File: config.mk
export PLATFORM = sky130hd
export DESIGN_NAME = script_token_parser_core_flat
export DESIGN_NICKNAME = d
export VERILOG_FILES = /design/src/design/stp_pkg.sv /design/src/design/stp_if.sv /design/src/design/stp_front.sv /design/src/design/stp_queue.sv /design/src/design/stp_back.sv /design/src/design/script_token_parser_core.sv /design/src/flat_wrapper.sv
export SDC_FILE = /design/constraint.sdc
export NUM_CORES = 1
export LEC_CHECK = 0
export BUFFER_PORTS_ARGS = -buffer_cell sky130_fd_sc_hd__buf_2
export CELL_PAD_IN_SITES_DETAIL_PLACEMENT = 1
export CELL_PAD_IN_SITES_GLOBAL_PLACEMENT = 2
export CORE_MARGIN = 3
export CORE_UTILIZATION = 41
export CTS_CLUSTER_DIAMETER = 30
export DETAILED_ROUTE_END_ITERATION = 8
export HOLD_SLACK_MARGIN = 0.06
export PLACE_DENSITY = 0.83
export SLEW_MARGIN = 20
export SYNTH_ARGS = -nofsm -noshare
export SYNTH_HDL_FRONTEND = slang
export SYNTH_SLANG_ARGS = --single-unit
export TNS_END_PERCENT = 30
File: constraint.sdc
create_clock -name clk -period 7.6 [get_ports clk]
set_input_delay 1.52 -clock clk [delete_from_list [all_inputs] [get_ports clk]]
set_output_delay 1.52 -clock clk [all_outputs]
set_load 0.05 [all_outputs]
File: src/design/stp_pkg.sv
// Shared types, codes and constants of the script token parser.
package stp_pkg;

  localparam int QUEUE_DEPTH = 2;

  localparam logic [7:0] MAX_DIRECT_PUSH   = 8'd75;
  localparam logic [7:0] PUSH_ONE_BYTE_LEN = 8'd76;
  localparam logic [7:0] PUSH_TWO_BYTE_LEN = 8'd77;
  localparam logic [7:0] VARINT_TWO        = 8'hFD;
  localparam logic [7:0] VARINT_FOUR       = 8'hFE;

  localparam logic [2:0] PH_VARINT_FIRST = 3'd0;
  localparam logic [2:0] PH_VARINT_MORE  = 3'd1;
  localparam logic [2:0] PH_TOKEN        = 3'd2;
  localparam logic [2:0] PH_PUSH_LEN     = 3'd3;
  localparam logic [2:0] PH_PUSH_DATA    = 3'd4;

  localparam logic [2:0] ROLE_VARINT   = 3'd0;
  localparam logic [2:0] ROLE_OPCODE   = 3'd1;
  localparam logic [2:0] ROLE_PREFIX   = 3'd2;
  localparam logic [2:0] ROLE_LEN_BYTE = 3'd3;
  localparam logic [2:0] ROLE_DATA     = 3'd4;

  localparam logic [1:0] BODY_DIRECT = 2'd0;
  localparam logic [1:0] BODY_PUSH1  = 2'd1;
  localparam logic [1:0] BODY_PUSH2  = 2'd2;
  localparam logic [1:0] BODY_OPCODE = 2'd3;

  localparam logic [1:0] VI_SHORT = 2'd0;
  localparam logic [1:0] VI_TWO   = 2'd1;
  localparam logic [1:0] VI_FOUR  = 2'd2;
  localparam logic [1:0] VI_EIGHT = 2'd3;

  typedef struct packed {
    logic [7:0] in_byte;
    logic [1:0] body_cls;
    logic [1:0] vi_cls;
  } stp_entry_t;

endpackage

File: src/design/stp_if.sv
// Valid/ready channel interfaces for the parser's input and result items.
interface stp_in_if;
  logic       valid;
  logic       ready;
  logic [7:0] in_byte;

  modport source (output valid, output in_byte, input ready);
  modport sink   (input valid, input in_byte, output ready);
endinterface

interface stp_out_if;
  logic        valid;
  logic        ready;
  logic [2:0]  byte_role;
  logic        token_start;
  logic        token_end;
  logic        is_opcode;
  logic [7:0]  op_value;
  logic [15:0] push_size;
  logic [31:0] script_length;
  logic        script_end;

  modport source (output valid, output byte_role, output token_start, output token_end,
                  output is_opcode, output op_value, output push_size,
                  output script_length, output script_end, input ready);
  modport sink   (input valid, input byte_role, input token_start, input token_end,
                  input is_opcode, input op_value, input push_size,
                  input script_length, input script_end, output ready);
endinterface

File: src/design/stp_front.sv
// Front end: accepts input bytes and classifies them for the queue.
module stp_front (
  stp_in_if.sink                in_if,
  input  logic                  q_full,
  output logic                  push,
  output stp_pkg::stp_entry_t   entry
);

  logic [7:0] b;

  assign b        = in_if.in_byte;
  assign in_if.ready = !q_full;
  assign push     = in_if.valid && !q_full;

  always_comb begin
    entry.in_byte = b;
    if (b >= 8'd1 && b <= stp_pkg::MAX_DIRECT_PUSH) begin
      entry.body_cls = stp_pkg::BODY_DIRECT;
    end else if (b == stp_pkg::PUSH_ONE_BYTE_LEN) begin
      entry.body_cls = stp_pkg::BODY_PUSH1;
    end else if (b == stp_pkg::PUSH_TWO_BYTE_LEN) begin
      entry.body_cls = stp_pkg::BODY_PUSH2;
    end else begin
      entry.body_cls = stp_pkg::BODY_OPCODE;
    end
    if (b < stp_pkg::VARINT_TWO) begin
      entry.vi_cls = stp_pkg::VI_SHORT;
    end else if (b == stp_pkg::VARINT_TWO) begin
      entry.vi_cls = stp_pkg::VI_TWO;
    end else if (b == stp_pkg::VARINT_FOUR) begin
      entry.vi_cls = stp_pkg::VI_FOUR;
    end else begin
      entry.vi_cls = stp_pkg::VI_EIGHT;
    end
  end

endmodule

File: src/design/stp_queue.sv
// Short FIFO between the classifying front end and the executing back end.
module stp_queue #(
  parameter int DEPTH = stp_pkg::QUEUE_DEPTH
) (
  input  logic                clk,
  input  logic                rst_n,
  input  logic                push,
  input  stp_pkg::stp_entry_t push_entry,
  output logic                full,
  input  logic                pop,
  output logic                head_valid,
  output stp_pkg::stp_entry_t head_entry
);

  localparam int AW = (DEPTH > 1) ? $clog2(DEPTH) : 1;
  localparam int CW = $clog2(DEPTH + 1);
  localparam logic [AW-1:0] LAST = AW'(DEPTH - 1);
  localparam logic [CW-1:0] FULL_COUNT = CW'(DEPTH);

  stp_pkg::stp_entry_t slots_r [DEPTH];
  logic [AW-1:0] wr_ptr_r, wr_ptr_nxt;
  logic [AW-1:0] rd_ptr_r, rd_ptr_nxt;
  logic [CW-1:0] count_r, count_nxt;

  assign full       = (count_r == FULL_COUNT);
  assign head_valid = (count_r != '0);
  assign head_entry = slots_r[rd_ptr_r];

  always_comb begin
    wr_ptr_nxt = wr_ptr_r;
    rd_ptr_nxt = rd_ptr_r;
    count_nxt  = count_r;
    if (push) begin
      wr_ptr_nxt = (wr_ptr_r == LAST) ? '0 : wr_ptr_r + AW'(1);
    end
    if (pop) begin
      rd_ptr_nxt = (rd_ptr_r == LAST) ? '0 : rd_ptr_r + AW'(1);
    end
    if (push && !pop) begin
      count_nxt = count_r + CW'(1);
    end else if (pop && !push) begin
      count_nxt = count_r - CW'(1);
    end
  end

  always_ff @(posedge clk) begin
    if (!rst_n) begin
      wr_ptr_r <= '0;
      rd_ptr_r <= '0;
      count_r  <= '0;
    end else begin
      wr_ptr_r <= wr_ptr_nxt;
      rd_ptr_r <= rd_ptr_nxt;
      count_r  <= count_nxt;
    end
  end

  always_ff @(posedge clk) begin
    if (push) begin
      slots_r[wr_ptr_r] <= push_entry;
    end
  end

endmodule

File: src/design/stp_back.sv
// Back end: tokenizer state machine and the registered result stage.
module stp_back (
  input  logic                clk,
  input  logic                rst_n,
  input  logic                head_valid,
  input  stp_pkg::stp_entry_t head_entry,
  output logic                pop,
  stp_out_if.source           out_if
);

  logic [2:0]  phase_r, phase_nxt;
  logic [3:0]  vleft_r, vleft_nxt;
  logic [2:0]  vpos_r, vpos_nxt;
  logic [31:0] len_r, len_nxt;
  logic [31:0] cons_r, cons_nxt;
  logic [15:0] plen_r, plen_nxt;
  logic [1:0]  pleft_r, pleft_nxt;
  logic [15:0] dleft_r, dleft_nxt;
  logic        two_r, two_nxt;

  logic        ovalid_r;
  logic [2:0]  role_r, o_role;
  logic        start_r, o_start;
  logic        end_r, o_end;
  logic        isop_r, o_isop;
  logic [7:0]  opv_r, o_opv;
  logic [15:0] psize_r, o_psize;
  logic [31:0] slen_r, o_slen;
  logic        send_r, o_send;

  logic [7:0]  b;
  logic [31:0] cons_inc;
  logic [31:0] vacc;
  logic [3:0]  vleft_dec;
  logic [15:0] plen_new;
  logic [1:0]  pleft_new;
  logic [15:0] dleft_dec;
  logic        fin_varint;
  logic        fin_tok;
  logic        clear;

  assign b        = head_entry.in_byte;
  assign pop      = head_valid && (!ovalid_r || out_if.ready);
  assign cons_inc = (cons_r == '1) ? cons_r : cons_r + 32'd1;

  always_comb begin
    phase_nxt = phase_r;
    vleft_nxt = vleft_r;
    vpos_nxt  = vpos_r;
    len_nxt   = len_r;
    cons_nxt  = cons_r;
    plen_nxt  = plen_r;
    pleft_nxt = pleft_r;
    dleft_nxt = dleft_r;
    two_nxt   = two_r;
    o_role    = stp_pkg::ROLE_VARINT;
    o_start   = 1'b0;
    o_end     = 1'b0;
    o_isop    = 1'b0;
    o_opv     = '0;
    o_psize   = '0;
    o_slen    = '0;
    o_send    = 1'b0;
    fin_varint = 1'b0;
    fin_tok   = 1'b0;
    clear     = 1'b0;
    vacc      = '0;
    vleft_dec = (vleft_r != '0) ? vleft_r - 4'd1 : vleft_r;
    dleft_dec = (dleft_r != '0) ? dleft_r - 16'd1 : dleft_r;
    plen_new  = plen_r;
    pleft_new = pleft_r;

    case (phase_r)
      stp_pkg::PH_VARINT_MORE: begin
        vacc = len_r;
        if (!vpos_r[2]) begin
          vacc = len_r | ({24'd0, b} << {vpos_r[1:0], 3'b000});
        end
        len_nxt   = vacc;
        vpos_nxt  = vpos_r + 3'd1;
        vleft_nxt = vleft_dec;
        fin_varint = (vleft_dec == '0);
      end
      stp_pkg::PH_TOKEN: begin
        o_slen   = len_r;
        o_start  = 1'b1;
        cons_nxt = cons_inc;
        case (head_entry.body_cls)
          stp_pkg::BODY_DIRECT: begin
            o_role    = stp_pkg::ROLE_PREFIX;
            o_psize   = {8'd0, b};
            plen_nxt  = {8'd0, b};
            dleft_nxt = {8'd0, b};
            phase_nxt = stp_pkg::PH_PUSH_DATA;
          end
          stp_pkg::BODY_PUSH1, stp_pkg::BODY_PUSH2: begin
            o_role    = stp_pkg::ROLE_PREFIX;
            plen_nxt  = '0;
            two_nxt   = (head_entry.body_cls == stp_pkg::BODY_PUSH2);
            pleft_nxt = (head_entry.body_cls == stp_pkg::BODY_PUSH2) ? 2'd2 : 2'd1;
            phase_nxt = stp_pkg::PH_PUSH_LEN;
          end
          default: begin
            o_role  = stp_pkg::ROLE_OPCODE;
            o_isop  = 1'b1;
            o_opv   = b;
            fin_tok = 1'b1;
          end
        endcase
      end
      stp_pkg::PH_PUSH_LEN: begin
        o_slen   = len_r;
        o_role   = stp_pkg::ROLE_LEN_BYTE;
        cons_nxt = cons_inc;
        if (two_r && pleft_r == 2'd2) begin
          plen_new  = {8'd0, b};
          pleft_new = 2'd1;
        end else if (two_r) begin
          plen_new  = {b, plen_r[7:0]};
          pleft_new = 2'd0;
        end else begin
          plen_new  = {8'd0, b};
          pleft_new = 2'd0;
        end
        plen_nxt  = plen_new;
        pleft_nxt = pleft_new;
        if (pleft_new == 2'd0) begin
          o_psize = plen_new;
          if (plen_new == '0) begin
            fin_tok = 1'b1;
          end else begin
            dleft_nxt = plen_new;
            phase_nxt = stp_pkg::PH_PUSH_DATA;
          end
        end
      end
      stp_pkg::PH_PUSH_DATA: begin
        o_slen    = len_r;
        o_role    = stp_pkg::ROLE_DATA;
        o_psize   = plen_r;
        cons_nxt  = cons_inc;
        dleft_nxt = dleft_dec;
        fin_tok   = (dleft_dec == '0);
      end
      default: begin
        if (head_entry.vi_cls == stp_pkg::VI_SHORT) begin
          vacc       = {24'd0, b};
          len_nxt    = vacc;
          fin_varint = 1'b1;
        end else begin
          len_nxt   = '0;
          vpos_nxt  = '0;
          case (head_entry.vi_cls)
            stp_pkg::VI_TWO:  vleft_nxt = 4'd2;
            stp_pkg::VI_FOUR: vleft_nxt = 4'd4;
            default:          vleft_nxt = 4'd8;
          endcase
          phase_nxt = stp_pkg::PH_VARINT_MORE;
        end
      end
    endcase

    if (fin_varint) begin
      o_slen    = vacc;
      cons_nxt  = '0;
      vleft_nxt = '0;
      vpos_nxt  = '0;
      if (vacc == '0) begin
        o_send = 1'b1;
        clear  = 1'b1;
      end else begin
        phase_nxt = stp_pkg::PH_TOKEN;
      end
    end

    if (fin_tok) begin
      o_end = 1'b1;
      if (cons_inc >= len_r) begin
        o_send = 1'b1;
        clear  = 1'b1;
      end else begin
        phase_nxt = stp_pkg::PH_TOKEN;
        pleft_nxt = '0;
        dleft_nxt = '0;
      end
    end

    if (clear) begin
      phase_nxt = stp_pkg::PH_VARINT_FIRST;
      vleft_nxt = '0;
      vpos_nxt  = '0;
      len_nxt   = '0;
      cons_nxt  = '0;
      plen_nxt  = '0;
      pleft_nxt = '0;
      dleft_nxt = '0;
      two_nxt   = 1'b0;
    end
  end

  always_ff @(posedge clk) begin
    if (!rst_n) begin
      phase_r  <= stp_pkg::PH_VARINT_FIRST;
      vleft_r  <= '0;
      vpos_r   <= '0;
      len_r    <= '0;
      cons_r   <= '0;
      plen_r   <= '0;
      pleft_r  <= '0;
      dleft_r  <= '0;
      two_r    <= 1'b0;
      ovalid_r <= 1'b0;
    end else begin
      if (pop) begin
        phase_r <= phase_nxt;
        vleft_r <= vleft_nxt;
        vpos_r  <= vpos_nxt;
        len_r   <= len_nxt;
        cons_r  <= cons_nxt;
        plen_r  <= plen_nxt;
        pleft_r <= pleft_nxt;
        dleft_r <= dleft_nxt;
        two_r   <= two_nxt;
      end
      if (pop) begin
        ovalid_r <= 1'b1;
      end else if (out_if.ready) begin
        ovalid_r <= 1'b0;
      end
    end
  end

  always_ff @(posedge clk) begin
    if (pop) begin
      role_r  <= o_role;
      start_r <= o_start;
      end_r   <= o_end;
      isop_r  <= o_isop;
      opv_r   <= o_opv;
      psize_r <= o_psize;
      slen_r  <= o_slen;
      send_r  <= o_send;
    end
  end

  assign out_if.valid         = ovalid_r;
  assign out_if.byte_role     = role_r;
  assign out_if.token_start   = start_r;
  assign out_if.token_end     = end_r;
  assign out_if.is_opcode     = isop_r;
  assign out_if.op_value      = opv_r;
  assign out_if.push_size     = psize_r;
  assign out_if.script_length = slen_r;
  assign out_if.script_end    = send_r;

endmodule

File: src/design/script_token_parser_core.sv
// Top level of the script token parser: front end, queue and back end.
// The parser takes one raw script byte per item and returns one result item per byte, so it
// runs at one byte per clock when the result side keeps up. An item passes the classifying
// front end into a short queue (QUEUE_DEPTH entries), is executed by the tokenizer state
// machine, and is loaded into the result register at the edge at which it leaves the queue.
// Each script opens with a compact-size length and ends on the byte that completes the last
// token, or on its length when that length is zero, after which the next byte is read as a
// new length. There is no configuration.
module script_token_parser_core #(
  parameter int QUEUE_DEPTH = stp_pkg::QUEUE_DEPTH
) (
  input  logic      clk,
  input  logic      rst_n,
  stp_in_if.sink    in_if,
  stp_out_if.source out_if
);

  stp_pkg::stp_entry_t front_entry;
  stp_pkg::stp_entry_t head_entry;
  logic                q_full;
  logic                q_push;
  logic                q_pop;
  logic                q_valid;

  stp_front u_front (
    .in_if  (in_if),
    .q_full (q_full),
    .push   (q_push),
    .entry  (front_entry)
  );

  stp_queue #(
    .DEPTH (QUEUE_DEPTH)
  ) u_queue (
    .clk        (clk),
    .rst_n      (rst_n),
    .push       (q_push),
    .push_entry (front_entry),
    .full       (q_full),
    .pop        (q_pop),
    .head_valid (q_valid),
    .head_entry (head_entry)
  );

  stp_back u_back (
    .clk        (clk),
    .rst_n      (rst_n),
    .head_valid (q_valid),
    .head_entry (head_entry),
    .pop        (q_pop),
    .out_if     (out_if)
  );

endmodule

File: src/flat_wrapper.sv
// flat-port wrapper written by rule: the top's interface ports become plain ports
module script_token_parser_core_flat 
#(
  parameter int QUEUE_DEPTH = stp_pkg::QUEUE_DEPTH
)
  (clk, rst_n, in_if_valid, in_if_in_byte, in_if_ready, out_if_valid, out_if_byte_role, out_if_token_start, out_if_token_end, out_if_is_opcode, out_if_op_value, out_if_push_size, out_if_script_length, out_if_script_end, out_if_ready);
  stp_in_if in_if_i ();
  stp_out_if out_if_i ();
  input  logic clk;
  input  logic rst_n;
  input wire logic [$bits(in_if_i.valid)-1:0] in_if_valid;
  input wire logic [$bits(in_if_i.in_byte)-1:0] in_if_in_byte;
  output wire logic [$bits(in_if_i.ready)-1:0] in_if_ready;
  output wire logic [$bits(out_if_i.valid)-1:0] out_if_valid;
  output wire logic [$bits(out_if_i.byte_role)-1:0] out_if_byte_role;
  output wire logic [$bits(out_if_i.token_start)-1:0] out_if_token_start;
  output wire logic [$bits(out_if_i.token_end)-1:0] out_if_token_end;
  output wire logic [$bits(out_if_i.is_opcode)-1:0] out_if_is_opcode;
  output wire logic [$bits(out_if_i.op_value)-1:0] out_if_op_value;
  output wire logic [$bits(out_if_i.push_size)-1:0] out_if_push_size;
  output wire logic [$bits(out_if_i.script_length)-1:0] out_if_script_length;
  output wire logic [$bits(out_if_i.script_end)-1:0] out_if_script_end;
  input wire logic [$bits(out_if_i.ready)-1:0] out_if_ready;
  assign in_if_i.valid = in_if_valid;
  assign in_if_i.in_byte = in_if_in_byte;
  assign in_if_ready = in_if_i.ready;
  assign out_if_valid = out_if_i.valid;
  assign out_if_byte_role = out_if_i.byte_role;
  assign out_if_token_start = out_if_i.token_start;
  assign out_if_token_end = out_if_i.token_end;
  assign out_if_is_opcode = out_if_i.is_opcode;
  assign out_if_op_value = out_if_i.op_value;
  assign out_if_push_size = out_if_i.push_size;
  assign out_if_script_length = out_if_i.script_length;
  assign out_if_script_end = out_if_i.script_end;
  assign out_if_i.ready = out_if_ready;
  script_token_parser_core #(.QUEUE_DEPTH(QUEUE_DEPTH)) u_core (.clk(clk), .rst_n(rst_n), .in_if(in_if_i), .out_if(out_if_i));
endmodule
==> impl_metrics.json <==
{
  "numPortBuffers": 76,
  "grt-ovfl-total": 0,
  "cts.repair.resized": 0,
  "via_count": 10100,
  "drv_cap": 0,
  "setup_viol": 0,
  "drt_first_pass_iters": 5,
  "postLayoutCellArea_sq_um": 13400,
  "nets": 1386,
  "gp_congestion": 0.872,
  "power_frac_clock_pct": 34.5,
  "critPathLaunchType": "register",
  "die_area_sq_um": 29100,
  "reg2reg_slack_ns": 1.63,
  "tightest_slew_ns": 1.18,
  "ys_types": 87,
  "p_int_mw": 3.47,
  "maxSlewViolCount": 0,
  "syn_area_sq_um": 11100,
  "yosysSeqAreaShare_pct": 44.3,
  "required_ns": 8.07,
  "p_per_area_nw_per_um2": 456,
  "drc": 0,
  "fin_util_pct": 51.0,
  "ir_worst_vdd_uv": 213,
  "diodes": 0,
  "power_mw": 6.13,
  "ys_async_sr_fraction_pct": 0,
  "synth_seq_cells": 202,
  "swShare_pct": 43.3,
  "grt_pass1_vias": 10300,
  "die_x_microns": 170,
  "cts_tree": "built",
  "cts_sinks": 202,
  "synthesis.nets": 1303,
  "min_from": "u_core.u_back.plen_r[8]",
  "worstPathArrival_ns": 6.44,
  "cts_inserted_buffers": 50,
  "path_class": "reg2reg",
  "pin_count": 77,
  "fp.coreArea_sq_um": 26400,
  "initial_utilization_pct": 42.1,
  "rsz0062_at_grt": "no",
  "dp_hpwl_microns": 26600,
  "pwr-share-seq_pct": 25.1,
  "finalSetupTns_ns": 0,
  "fin_crit_sh_pct": 78.5,
  "layout-drive-gt1-share_pct": 16.3,
  "maxSlewHeadroom_pct": 19.3,
  "grt_max_degree": 74,
  "crit_start": "u_core.u_back.cons_r[0]",
  "critPathMaxFanout": 40,
  "clock_path_buffers": 3,
  "synth_cells": 1248,
  "hold_viol_final": 0,
  "wl_per_cell_microns": 22.2,
  "reg2reg_to": "u_core.u_back.cons_r[7]",
  "critPathCapture": "u_core.u_back.cons_r[7]",
  "antenna_found_initial": 0,
  "cts_setup_buffers": 0,
  "regArea_sq_um": 4910,
  "whs_ns": 0.459,
  "ant_nets": 0,
  "fillers": 2991,
  "p_sw_mw": 2.65,
  "grt_usage_pct": 25.7,
  "crit_path_end_kind": "register",
  "synth_edf_count": 87,
  "fin_skew_ns": 0.0217,
  "reg2reg_depth": 18,
  "place_area_sq_um": 11700,
  "synth_top_flop_cell": "dfxtp_1",
  "comb_power_share_pct": 40.4,
  "fin_crit_ns": 5.97,
  "insertion_delay_ns": 0.55,
  "cts_root_buf": "clkbuf_16",
  "min_path_type": "reg2reg",
  "yosys_warnings": 0,
  "drt_iter0_drc": 634,
  "fmax_mhz": 168,
  "htree_levels": 2,
  "syn_avg_cell_area_sq_um": 8.89,
  "area_growth_pct": 21.1,
  "die_y_microns": 170,
  "p_leak_nw": 5.24,
  "rows": 59,
  "cts.clk_slew.worst_paths_ns": 0.05,
  "multiInputGateArea_sq_um": 5650,
  "grt_first_pass_wirelength_microns": 58200,
  "status": "complete, no violations",
  "wirelength_microns": 37900,
  "viasPerCell": 5.94,
  "r2r-start": "u_core.u_back.cons_r[0]",
  "ctsHoldBuffers": 0
}
==> layout make-up <==
cell class / instances / area share (%)
clock buffer: 56 / 9.63
clock inverter: 37 / 3.03
inverter: 54 / 1.52
multi-input combinational: 924 / 42.0
sequential: 202 / 36.6
tap: 335 / 3.12
timing repair buffer: 99 / 4.11
==> power by group through the flow <==
stage / registers, mW / clock network [mW] / logic, mW
2_1_floorplan: 2.06 / 0 / 1.25
3_3_place_gp: 1.55 / 0 / 2.42
3_5_place_dp: 1.56 / 0 / 2.45
4_1_cts: 1.54 / 2.14 / 2.46
5_1_grt: 1.57 / 2.21 / 2.66
6_report: 1.54 / 2.11 / 2.48
==> critical path: stages (launching register included) <==
cell and delay (ns):
dfxtp_1 0.42, ha_1 0.25, nand4_1 0.16, or3_1 0.39
or4_1 0.58, nand4_1 0.34, nor2_1 0.19, and3_1 0.22
xor2_1 0.19, ha_1 0.29, a21o_1 0.16, a21o_1 0.17
a2111oi_0 1.02, o221a_2 0.46, nand3_1 0.15, nand2_1 0.11
buf_4 0.39, o21ai_0 0.19, a31oi_1 0.18
==> per-stage QoR <==
step                      worst slack, ns  instances
after CTS                            1.78       1707
after floorplan                      2.76       1248
after global routing                 1.41       1707
after detailed placement             1.84       1614
after global placement               1.97       1614
final                                1.63       1707
==> kinds of logic (layout without fill, tap and decap cells) <==
family,after synthesis,in the layout,share of synthesized area (%)
AND/OR/NAND/NOR,466,466,20.4
AO/OA/AOI/OAI,345,345,19.5
buffers and inverters,122,246,5.00
XOR/XNOR,37,37,2.92
multiplexers,33,33,3.09
adder cells (fa/ha/maj),43,43,4.85
flip-flops,202,202,44.3
==> Yosys cell counts (4+ instances only) <==
cell	count	share of area, %
edfxtp_1	87	24
a21o_1	11	0.74
o211ai_1	4	0.27
and2_1	5	0.28
xor2_1	14	1.1
buf_1	6	0.20
ha_1	43	4.8
a221oi_1	4	0.32
o22ai_1	37	2.1
a211oi_1	5	0.34
o21a_1	4	0.27
buf_2	7	0.32
nand4_1	24	1.4
nand3_1	50	2.3
or3_1	13	0.73
nor3b_1	8	0.54
mux2_2	10	1.0
nand2b_1	12	0.68
and3_1	15	0.85
clkbuf_1	44	1.5
xnor2_1	23	1.8
inv_1	52	1.8
or4_1	5	0.34
o31ai_1	4	0.27
nor3_1	37	1.7
nor2b_1	7	0.39
nor2_1	119	4.0
a32o_1	7	0.63
buf_6	4	0.41
a31oi_1	19	1.1
a22o_1	24	1.9
nor4_1	11	0.62
o21ai_0	74	3.3
a21oi_1	112	5.1
dfxtp_1	115	21
or2_2	4	0.23
mux2i_1	23	2.1
nand2_1	132	4.5
==> how the worst min path moves through the flow <==
stage / to / slack, ns / cells after the start
after floorplan: u_core.u_back.plen_r[11] / 0.43 / 2
after global placement: u_core.u_back.plen_r[15] / 0.44 / 2
after CTS: u_core.u_back.plen_r[12] / 0.46 / 2
after detailed placement: u_core.u_back.plen_r[12] / 0.45 / 2
final: u_core.u_back.plen_r[8] / 0.46 / 2
after global routing: u_core.u_back.plen_r[11] / 0.49 / 2
==> layout by cell type, fill, tap and decap left out, types with 8 or more instances in the layout <==
master	count
a31oi_1	19
inv_1	51
mux2i_1	21
dfxtp_1	115
clkbuf_16	50
buf_4	23
xnor2_1	23
nor4_1	11
nand3_1	50
buf_2	76
xor2_1	14
o21ai_0	74
and3_1	15
nand2b_1	12
a22o_1	24
nand2_1	132
clkinv_2	8
or3_1	13
ha_1	43
o22ai_1	37
mux2_2	10
edfxtp_1	87
nand4_1	24
nor2_1	118
a21o_1	11
a21oi_1	112
nor3_1	37
==> state kept, by name, summed over array words and instances, names as in the netlist, 2 cells and up, named ones only <==
| name | flops |
|---|---|
| u_core.u_back.cons_r | 32 |
| u_core.u_back.len_r | 32 |
| u_core.u_back.out_if.script_length | 32 |
| u_core.u_queue.slots_r | 24 |
| u_core.u_back.dleft_r | 16 |
| u_core.u_back.out_if.push_size | 16 |
| u_core.u_back.plen_r | 16 |
| u_core.u_back.out_if.op_value | 8 |
| u_core.u_back.vleft_r | 4 |
| u_core.u_back.out_if.byte_role | 3 |
| u_core.u_back.phase_r | 3 |
| u_core.u_back.vpos_r | 3 |
| u_core.u_back.pleft_r | 2 |
| u_core.u_queue.count_r | 2 |
==> metal layers <==
layer  global-route usage (%)  vias up  wire length (microns)
li1                         -     4775                      -
met1                     33.5     5029                  17000
met2                     43.4      256                  18000
met3                     4.34       73                   1720
met4                     8.71        0                   1130
met5                        0        -                      0
Note: power is estimated with default switching activity, not from simulation.
